`config.mk`:
```
export PLATFORM = sky130hd
export DESIGN_NAME = pedal_plausibility_monitor
export DESIGN_NICKNAME = d
export VERILOG_FILES = /design/src/rtl/ppm_pkg.sv /design/src/rtl/ppm_csr.sv /design/src/rtl/pedal_plausibility_monitor.sv
export SDC_FILE = /design/constraint.sdc
export NUM_CORES = 1
export LEC_CHECK = 0
export BUFFER_PORTS_ARGS = -buffer_cell sky130_fd_sc_hd__buf_2
export CORE_AREA = 2 2 171 173
export DETAILED_ROUTE_END_ITERATION = 10
export DIE_AREA = 0 0 173 175
export HOLD_SLACK_MARGIN = 0.03
export PLACE_DENSITY = 0.79
export SKIP_LAST_GASP = 1
export SYNTH_ARGS = -nofsm -noshare
export SYNTH_HDL_FRONTEND = slang
export SYNTH_HIERARCHICAL = 1
export SYNTH_SLANG_ARGS = --single-unit
```
`constraint.sdc`:
```
create_clock -name clock -period 7.85 [get_ports clock]
set_input_delay 0.785 -clock clock [delete_from_list [all_inputs] [get_ports clock]]
set_output_delay 0.785 -clock clock [all_outputs]
set_load 0.1 [all_outputs]
```
`src/rtl/ppm_pkg.sv`:
```
package ppm_pkg;

   localparam int unsigned SampleWidth = 12;
   localparam int unsigned DelayWidth  = 16;
   localparam int unsigned TimeWidth   = 32;
   localparam int unsigned CsrAddrWidth = 4;
   localparam int unsigned CsrDataWidth = 32;

   // register map, word index = paddr[3:2]
   typedef enum logic [1:0] {
      REG_MISMATCH_LIMIT = 2'd0,
      REG_FAULT_DELAY    = 2'd1,
      REG_CLEAR_DELAY    = 2'd2,
      REG_HEARTBEAT      = 2'd3
   } reg_index_type;

   localparam logic [SampleWidth-1:0] MismatchLimitReset = 12'd409;
   localparam logic [DelayWidth-1:0]  FaultDelayReset    = 16'd100;
   localparam logic [DelayWidth-1:0]  ClearDelayReset    = 16'd100;
   localparam logic [DelayWidth-1:0]  HeartbeatReset     = 16'd100;

   typedef struct packed {
      logic [SampleWidth-1:0] sensor_a;
      logic [SampleWidth-1:0] sensor_b;
      logic                   brake_pin;
      logic [TimeWidth-1:0]   now_ms;
   } req_type;

   typedef struct packed {
      logic mismatch_seen;
      logic drive_cut;
      logic clearing;
      logic brake_pressed;
      logic send_status;
   } rsp_type;

   typedef struct packed {
      logic [SampleWidth-1:0] mismatch_limit;
      logic [DelayWidth-1:0]  fault_delay_ms;
      logic [DelayWidth-1:0]  clear_delay_ms;
      logic [DelayWidth-1:0]  heartbeat_ms;
   } cfg_type;

endpackage

```
`src/rtl/ppm_csr.sv`:
```
module ppm_csr (
   input  logic                               clock,
   input  logic                               reset,
   input  logic                               psel,
   input  logic                               penable,
   input  logic                               pwrite,
   input  logic [ppm_pkg::CsrAddrWidth-1:0]   paddr,
   input  logic [ppm_pkg::CsrDataWidth-1:0]   pwdata,
   output logic [ppm_pkg::CsrDataWidth-1:0]   prdata,
   output logic                               pready,
   output ppm_pkg::cfg_type                   cfg
);

   ppm_pkg::cfg_type       cfg_ff;
   ppm_pkg::reg_index_type index;
   logic                   write_en;

   assign pready   = 1'b1;
   assign write_en = psel && penable && pwrite && pready;
   assign index    = ppm_pkg::reg_index_type'(paddr[3:2]);
   assign cfg      = cfg_ff;

   always_ff @(posedge clock) begin
      if (reset) begin
         cfg_ff.mismatch_limit <= ppm_pkg::MismatchLimitReset;
         cfg_ff.fault_delay_ms <= ppm_pkg::FaultDelayReset;
         cfg_ff.clear_delay_ms <= ppm_pkg::ClearDelayReset;
         cfg_ff.heartbeat_ms   <= ppm_pkg::HeartbeatReset;
      end else if (write_en) begin
         unique case (index)
            ppm_pkg::REG_MISMATCH_LIMIT: begin
               cfg_ff.mismatch_limit <= pwdata[ppm_pkg::SampleWidth-1:0];
            end
            ppm_pkg::REG_FAULT_DELAY: begin
               cfg_ff.fault_delay_ms <= pwdata[ppm_pkg::DelayWidth-1:0];
            end
            ppm_pkg::REG_CLEAR_DELAY: begin
               cfg_ff.clear_delay_ms <= pwdata[ppm_pkg::DelayWidth-1:0];
            end
            ppm_pkg::REG_HEARTBEAT: begin
               cfg_ff.heartbeat_ms <= pwdata[ppm_pkg::DelayWidth-1:0];
            end
            default: begin
            end
         endcase
      end
   end

   always_comb begin
      prdata = '0;
      unique case (index)
         ppm_pkg::REG_MISMATCH_LIMIT: begin
            prdata[ppm_pkg::SampleWidth-1:0] = cfg_ff.mismatch_limit;
         end
         ppm_pkg::REG_FAULT_DELAY: begin
            prdata[ppm_pkg::DelayWidth-1:0] = cfg_ff.fault_delay_ms;
         end
         ppm_pkg::REG_CLEAR_DELAY: begin
            prdata[ppm_pkg::DelayWidth-1:0] = cfg_ff.clear_delay_ms;
         end
         ppm_pkg::REG_HEARTBEAT: begin
            prdata[ppm_pkg::DelayWidth-1:0] = cfg_ff.heartbeat_ms;
         end
         default: begin
         end
      endcase
   end

endmodule

```
`src/rtl/pedal_plausibility_monitor.sv`:
```
// Pedal plausibility monitor: checks two pedal position samples against each
// other and decides when drive power must be cut and when it may be restored.
//
// Request channel (req_valid / req_stall / req_data): one request per sensor
// sample with both converter readings, the brake pin and a millisecond time.
// Response channel (rsp_valid / rsp_stall / rsp_data): exactly one response per
// request, in order, with the status bits and a flag telling that a status
// frame is due.
// Configuration (csr_*): four word registers at 0x0, 0x4, 0x8, 0xC for the
// mismatch limit, fault delay, clear delay and heartbeat; write only while idle.
//
// An accepted request sits in the input register while the check and timer
// update run, and the result is then loaded into the response register.
// Throughput is one request per cycle while rsp_stall is low; a request can
// be taken while a finished response is still waiting.
// Reset clears the valid bits of both pipeline registers, all timers and
// flags, and loads the register defaults. While rsp_stall is high the
// response holds, the input register fills, and req_stall rises once it is
// occupied.
module pedal_plausibility_monitor (
   input  logic                             clock,
   input  logic                             reset,
   input  logic                             req_valid,
   output logic                             req_stall,
   input  ppm_pkg::req_type                 req_data,
   output logic                             rsp_valid,
   input  logic                             rsp_stall,
   output ppm_pkg::rsp_type                 rsp_data,
   input  logic                             csr_psel,
   input  logic                             csr_penable,
   input  logic                             csr_pwrite,
   input  logic [ppm_pkg::CsrAddrWidth-1:0] csr_paddr,
   input  logic [ppm_pkg::CsrDataWidth-1:0] csr_pwdata,
   output logic [ppm_pkg::CsrDataWidth-1:0] csr_prdata,
   output logic                             csr_pready
);

   ppm_pkg::cfg_type cfg;

   ppm_csr u_csr (
      .clock   (clock),
      .reset   (reset),
      .psel    (csr_psel),
      .penable (csr_penable),
      .pwrite  (csr_pwrite),
      .paddr   (csr_paddr),
      .pwdata  (csr_pwdata),
      .prdata  (csr_prdata),
      .pready  (csr_pready),
      .cfg     (cfg)
   );

   // pipeline registers
   logic             in_valid_ff;
   ppm_pkg::req_type in_data_ff;
   logic             rsp_valid_ff;
   ppm_pkg::rsp_type rsp_data_ff;
   logic             advance;

   // monitor state
   logic                            mismatch_flag_ff, mismatch_flag_in;
   logic [ppm_pkg::TimeWidth-1:0]   mismatch_start_ff, mismatch_start_in;
   logic                            cut_flag_ff, cut_flag_in;
   logic                            clear_flag_ff, clear_flag_in;
   logic [ppm_pkg::TimeWidth-1:0]   clear_start_ff, clear_start_in;
   logic [2:0]                      last_status_ff, last_status_in;
   logic [ppm_pkg::TimeWidth-1:0]   last_send_ff, last_send_in;

   logic [ppm_pkg::SampleWidth-1:0] diff;
   logic                            disagree;
   logic [ppm_pkg::TimeWidth-1:0]   mismatch_age;
   logic [ppm_pkg::TimeWidth-1:0]   clear_age;
   logic [ppm_pkg::TimeWidth-1:0]   send_age;
   logic [2:0]                      status;
   logic                            send;
   ppm_pkg::rsp_type                result;

   assign advance   = in_valid_ff && (!rsp_valid_ff || !rsp_stall);
   assign req_stall = in_valid_ff && !advance;
   assign rsp_valid = rsp_valid_ff;
   assign rsp_data  = rsp_data_ff;

   always_ff @(posedge clock) begin
      if (reset) begin
         in_valid_ff <= 1'b0;
      end else if (!req_stall) begin
         in_valid_ff <= req_valid;
      end
   end

   always_ff @(posedge clock) begin
      if (req_valid && !req_stall) begin
         in_data_ff <= req_data;
      end
   end

   always_comb begin
      diff = (in_data_ff.sensor_a >= in_data_ff.sensor_b) ?
             (in_data_ff.sensor_a - in_data_ff.sensor_b) :
             (in_data_ff.sensor_b - in_data_ff.sensor_a);
      disagree     = diff > cfg.mismatch_limit;
      mismatch_age = in_data_ff.now_ms - mismatch_start_ff;
      clear_age    = in_data_ff.now_ms - clear_start_ff;
      send_age     = in_data_ff.now_ms - last_send_ff;

      mismatch_flag_in  = mismatch_flag_ff;
      mismatch_start_in = mismatch_start_ff;
      cut_flag_in       = cut_flag_ff;
      clear_flag_in     = clear_flag_ff;
      clear_start_in    = clear_start_ff;

      if (disagree) begin
         if (!mismatch_flag_ff) begin
            // first disagreeing sample starts the fault timer and ends any clearing; it never cuts power
            mismatch_start_in = in_data_ff.now_ms;
            mismatch_flag_in  = 1'b1;
            clear_flag_in     = 1'b0;
         end else if (mismatch_age > {16'd0, cfg.fault_delay_ms}) begin
            cut_flag_in = 1'b1;
         end
      end else begin
         mismatch_flag_in = 1'b0;
         if (cut_flag_ff) begin
            if (!clear_flag_ff) begin
               clear_start_in = in_data_ff.now_ms;
               clear_flag_in  = 1'b1;
            end else if (clear_age > {16'd0, cfg.clear_delay_ms}) begin
               cut_flag_in   = 1'b0;
               clear_flag_in = 1'b0;
            end
         end
      end

      status = {clear_flag_in, cut_flag_in, mismatch_flag_in};
      send   = (status != last_status_ff) || (send_age >= {16'd0, cfg.heartbeat_ms});

      last_status_in = send ? status : last_status_ff;
      last_send_in   = send ? in_data_ff.now_ms : last_send_ff;

      result.mismatch_seen = mismatch_flag_in;
      result.drive_cut     = cut_flag_in;
      result.clearing      = clear_flag_in;
      result.brake_pressed = !in_data_ff.brake_pin;
      result.send_status   = send;
   end

   always_ff @(posedge clock) begin
      if (reset) begin
         mismatch_flag_ff  <= 1'b0;
         mismatch_start_ff <= '0;
         cut_flag_ff       <= 1'b0;
         clear_flag_ff     <= 1'b0;
         clear_start_ff    <= '0;
         last_status_ff    <= '0;
         last_send_ff      <= '0;
      end else if (advance) begin
         mismatch_flag_ff  <= mismatch_flag_in;
         mismatch_start_ff <= mismatch_start_in;
         cut_flag_ff       <= cut_flag_in;
         clear_flag_ff     <= clear_flag_in;
         clear_start_ff    <= clear_start_in;
         last_status_ff    <= last_status_in;
         last_send_ff      <= last_send_in;
      end
   end

   always_ff @(posedge clock) begin
      if (reset) begin
         rsp_valid_ff <= 1'b0;
      end else if (advance) begin
         rsp_valid_ff <= 1'b1;
      end else if (!rsp_stall) begin
         rsp_valid_ff <= 1'b0;
      end
   end

   always_ff @(posedge clock) begin
      if (advance) begin
         rsp_data_ff <= result;
      end
   end

   // clearing only runs while power cut is latched, never during a mismatch
   assert property (@(posedge clock) disable iff (reset)
      rsp_valid_ff |-> (!rsp_data_ff.clearing || rsp_data_ff.drive_cut))
      else $error("clearing reported without power cut");

   assert property (@(posedge clock) disable iff (reset)
      rsp_valid_ff |-> !(rsp_data_ff.clearing && rsp_data_ff.mismatch_seen))
      else $error("clearing reported during a mismatch");

   // a held request must sit in a full input register behind a stalled response
   assert property (@(posedge clock) disable iff (reset)
      req_stall |-> (in_valid_ff && rsp_valid_ff && rsp_stall))
      else $error("request stalled without a blocked response");

   assert property (@(posedge clock)
      $past(reset) |-> (!rsp_valid_ff && !cut_flag_ff && !in_valid_ff))
      else $error("pipeline or power cut not cleared by reset");

endmodule
```
==> impl_metrics.tcl <==
set metrics [dict create \
    clk_latency_ns 0.56 \
    dpl-instance-area_sq_um 17500 \
    area_delta_synth_final_pct 8.55 \
    criticalPathCategory "reg2reg" \
    path_buf_inv 4 \
    io-pin-count 140 \
    placement.setup.worst_slack_ns 0.567 \
    worst_r2r_path_cells 33 \
    dieHeight_um 175 \
    netlist.top_cell.by_area "dfxtp_1" \
    tritoncts_num_sinks 226 \
    numCtsBuffers 26 \
    post_synth_most_frequent_cells "a21oi_1, nand2_1, inv_1, ha_1, dfxtp_1" \
    quantity_of_i_o_buffers_inserted_on_ports 104 \
    max_slew.worst_pin.slew_ns 1.21 \
    syn-mean-instance-area_sq_um 8.21 \
    crit_path_start_kind "flop" \
    count_of_instances_resized_after_the_clock_tree_is_built 0 \
    timing.critical_path.fanout_max 24 \
    power_leakage_nw 7.39 \
    floorplan.core_area_sq_um 28400 \
    global_route.peak_usage_layer "met2" \
    detailedRoute.firstIterationViolations 1476 \
    timing.max_cap.violations 0 \
    grt_pass1_vias 14400 \
    design_power_total_mw 3.47 \
    diodes 0 \
    report.final.setup_viol 0 \
    timing.critical_path.slowest_cell_delay_ns 0.40 \
    first_pass_iters 6 \
    place_congestion 0.977 \
    holdBufCountCts 0 \
    final_period_minus_worst_setup_slack_ns 7.26 \
    crit_path_top_delay_cell "fa_1" \
    fin_hold_ws_ns 0.398 \
    die-area_sq_um 30300 \
    route.final.wire_length_mm 46.0 \
    synth_enable_flop_cells 62 \
    critical_path_depth 33 \
    cts.reportedPaths.clkPinSlew_ns 0.06 \
    final_layout_size_suffix_gt1_share_pct 9.15 \
    clock-skew-final_ns 0.0185 \
    wl_per_cell_um 18.3 \
    endpoint_kind "flop" \
    drc 0 \
    grt_overflow 0 \
    outcome "finished, final reports clean" \
    postLayoutCoreUtil_pct 64.7 \
    synthTopCellsByArea "dfxtp_1, ha_1, edfxtp_1" \
    commonest_register_cell_after_synthesis "dfxtp_1" \
    floorplan.rows 62 \
    chipWidth_um 173 \
    cts_buffer_depth 3 \
    met2_usage_in_global_routing_pct 48.4 \
    irDropWorstVdd_mv 0.211 \
    grt_antenna_before_repair 0 \
    layout.cell_area.non_filler_sq_um 18400 \
    floorplan.initialDensity_pct 59.6 \
    grt_setup_unrepaired "false" \
    post_synth_arst_share_pct 0 \
    final_cell_count_no_fill 2514 \
    proportion_of_synthesized_chip_area_in_sequential_cells_pct 30.4 \
    worst_ep_required_time_ns 8.32 \
    cp_common_cell "a21oi_1" \
    synth_cells 2060 \
    path_delay_family "compound AO/OA/AOI/OAI gates" \
    power.density_nw_per_um2 189 \
    ctsHtreeMaxLevel 1 \
    antenna_violating_nets_post_route 0 \
    hold_path_class "in2reg" \
    final.period_utilization_pct 92.5 \
    finalMaxSlewViolations 0 \
    groute.usage.overall_pct 29.6 \
    synth-seq-cells 226 \
    post-dp-hpwl_mm 34.7 \
    slew-limit-headroom_pct 19.4 \
    groute.layer.met1.usage_pct 40.7 \
    vias_per_cell 6.06 \
    finalHoldViolations 0 \
    area_of_the_mapped_netlist_sq_um 16900 \
    post-cts-setup-buffer-count 0 \
    yosysWarnings 6 \
    setup_ws_ns 0.587 \
    yosysUniqueCellTypes 89 \
    dp_cells 2466 \
    setup_tns_ns 0 \
    tritoncts_clock_tree "built" \
    worst-endpoint-arrival_ns 7.74 \
    synth_largest_type_area_fraction_pct 19.4 \
    grt_max_degree 97 \
    dr_total_vias 15200 \
    grt_first_pass_wirelength_mm 73.7 \
    finalNetCount 2391 \
    maxClockFrequency_ghz 0.138 \
    use_met3_pct 3.42 \
    synthMostInstantiatedCell "a21oi_1" \
    cts-root-buf "clkbuf_16" \
    whs_path_depth 1 \
]
## state kept, by name, summed over array words and instances (netlist names)
signal             cells
mismatch_flag_ff       1
mismatch_start_ff     32
in_valid_ff            1
rsp_data               5
in_data_ff            57
clear_start_ff        32
clear_flag_ff          1
last_status_ff         3
cut_flag_ff            1
rsp_valid              1
u_csr/cfg             60
last_send_ff          32
## power by group
group / switching (mW) / leakage (nW) / internal [mW]
Sequential: 0.0557 / 1.93 / 1.25
Clock: 0.513 / 0.409 / 0.683
Combinational: 0.603 / 5.05 / 0.369
## final cells by class
type | instances | area [sq um]
clock buffers | 37 | 723
flip-flops and latches | 226 | 5140
fillers | 2412 | 10000
repair buffers | 112 | 583
clock inverters | 11 | 119
inverters | 210 | 793
multi-input cells | 1534 | 10500
well taps | 384 | 480
## cells by family after synthesis
| kind of cell | count (synthesis) | share of synthesized area [%] |
|---|---|---|
| AO/OA/AOI/OAI | 590 | 21.5 |
| XOR/XNOR | 78 | 4.04 |
| adder cells (fa/ha/maj) | 181 | 13.6 |
| buffers and inverters | 315 | 7.85 |
| flip-flops | 226 | 30.4 |
| multiplexers | 81 | 5.74 |
| other | 2 | 0.0444 |
| AND/OR/NAND/NOR | 587 | 16.8 |
## path summary, 6_finish.rpt
| kind | from | end | slack (ns) |
|---|---|---|---|
| worst max register to register | in_data_ff[45]$_DFFE_PP_ | last_send_ff[10]$_SDFFE_PP0P_ | 0.59 |
| worst min register to register | mismatch_start_ff[29]$_SDFFE_PP0P_ | mismatch_start_ff[29]$_SDFFE_PP0P_ | 0.45 |
| worst max-delay path | in_data_ff[45]$_DFFE_PP_ | last_send_ff[10]$_SDFFE_PP0P_ | 0.59 |
| worst min-delay path | req_data[12] | in_data_ff[12]$_DFFE_PP_ | 0.40 |
## layout by cell type (no fill, tap or decap), types with 17 or more instances in the layout
cell / count
nand3_1: 57
edfxtp_1: 62
o21ai_0: 100
o21ai_1: 33
inv_1: 208
buf_2: 103
nand2b_1: 66
xor2_1: 25
clkbuf_16: 27
conb_1: 17
a21o_1: 56
mux2i_1: 61
a21oi_1: 231
ha_1: 176
nor2_1: 95
o21a_1: 24
nand4_1: 32
o21bai_1: 24
dfxtp_1: 164
xnor2_1: 53
nor2b_1: 25
nor3_1: 26
nand2_1: 221
## per-layer routing
| metal | wire length, um | vias to the layer above | part of all wire, % |
|---|---|---|---|
| met4 | 1660 | 0 | 3.6 |
| met5 | 0 | - | 0 |
| met3 | 3750 | 113 | 8.2 |
| met1 | 19600 | 7197 | 43 |
| li1 | - | 7321 | - |
| met2 | 20900 | 606 | 46 |
No activity file was read; power rests on OpenSTA's default activity.
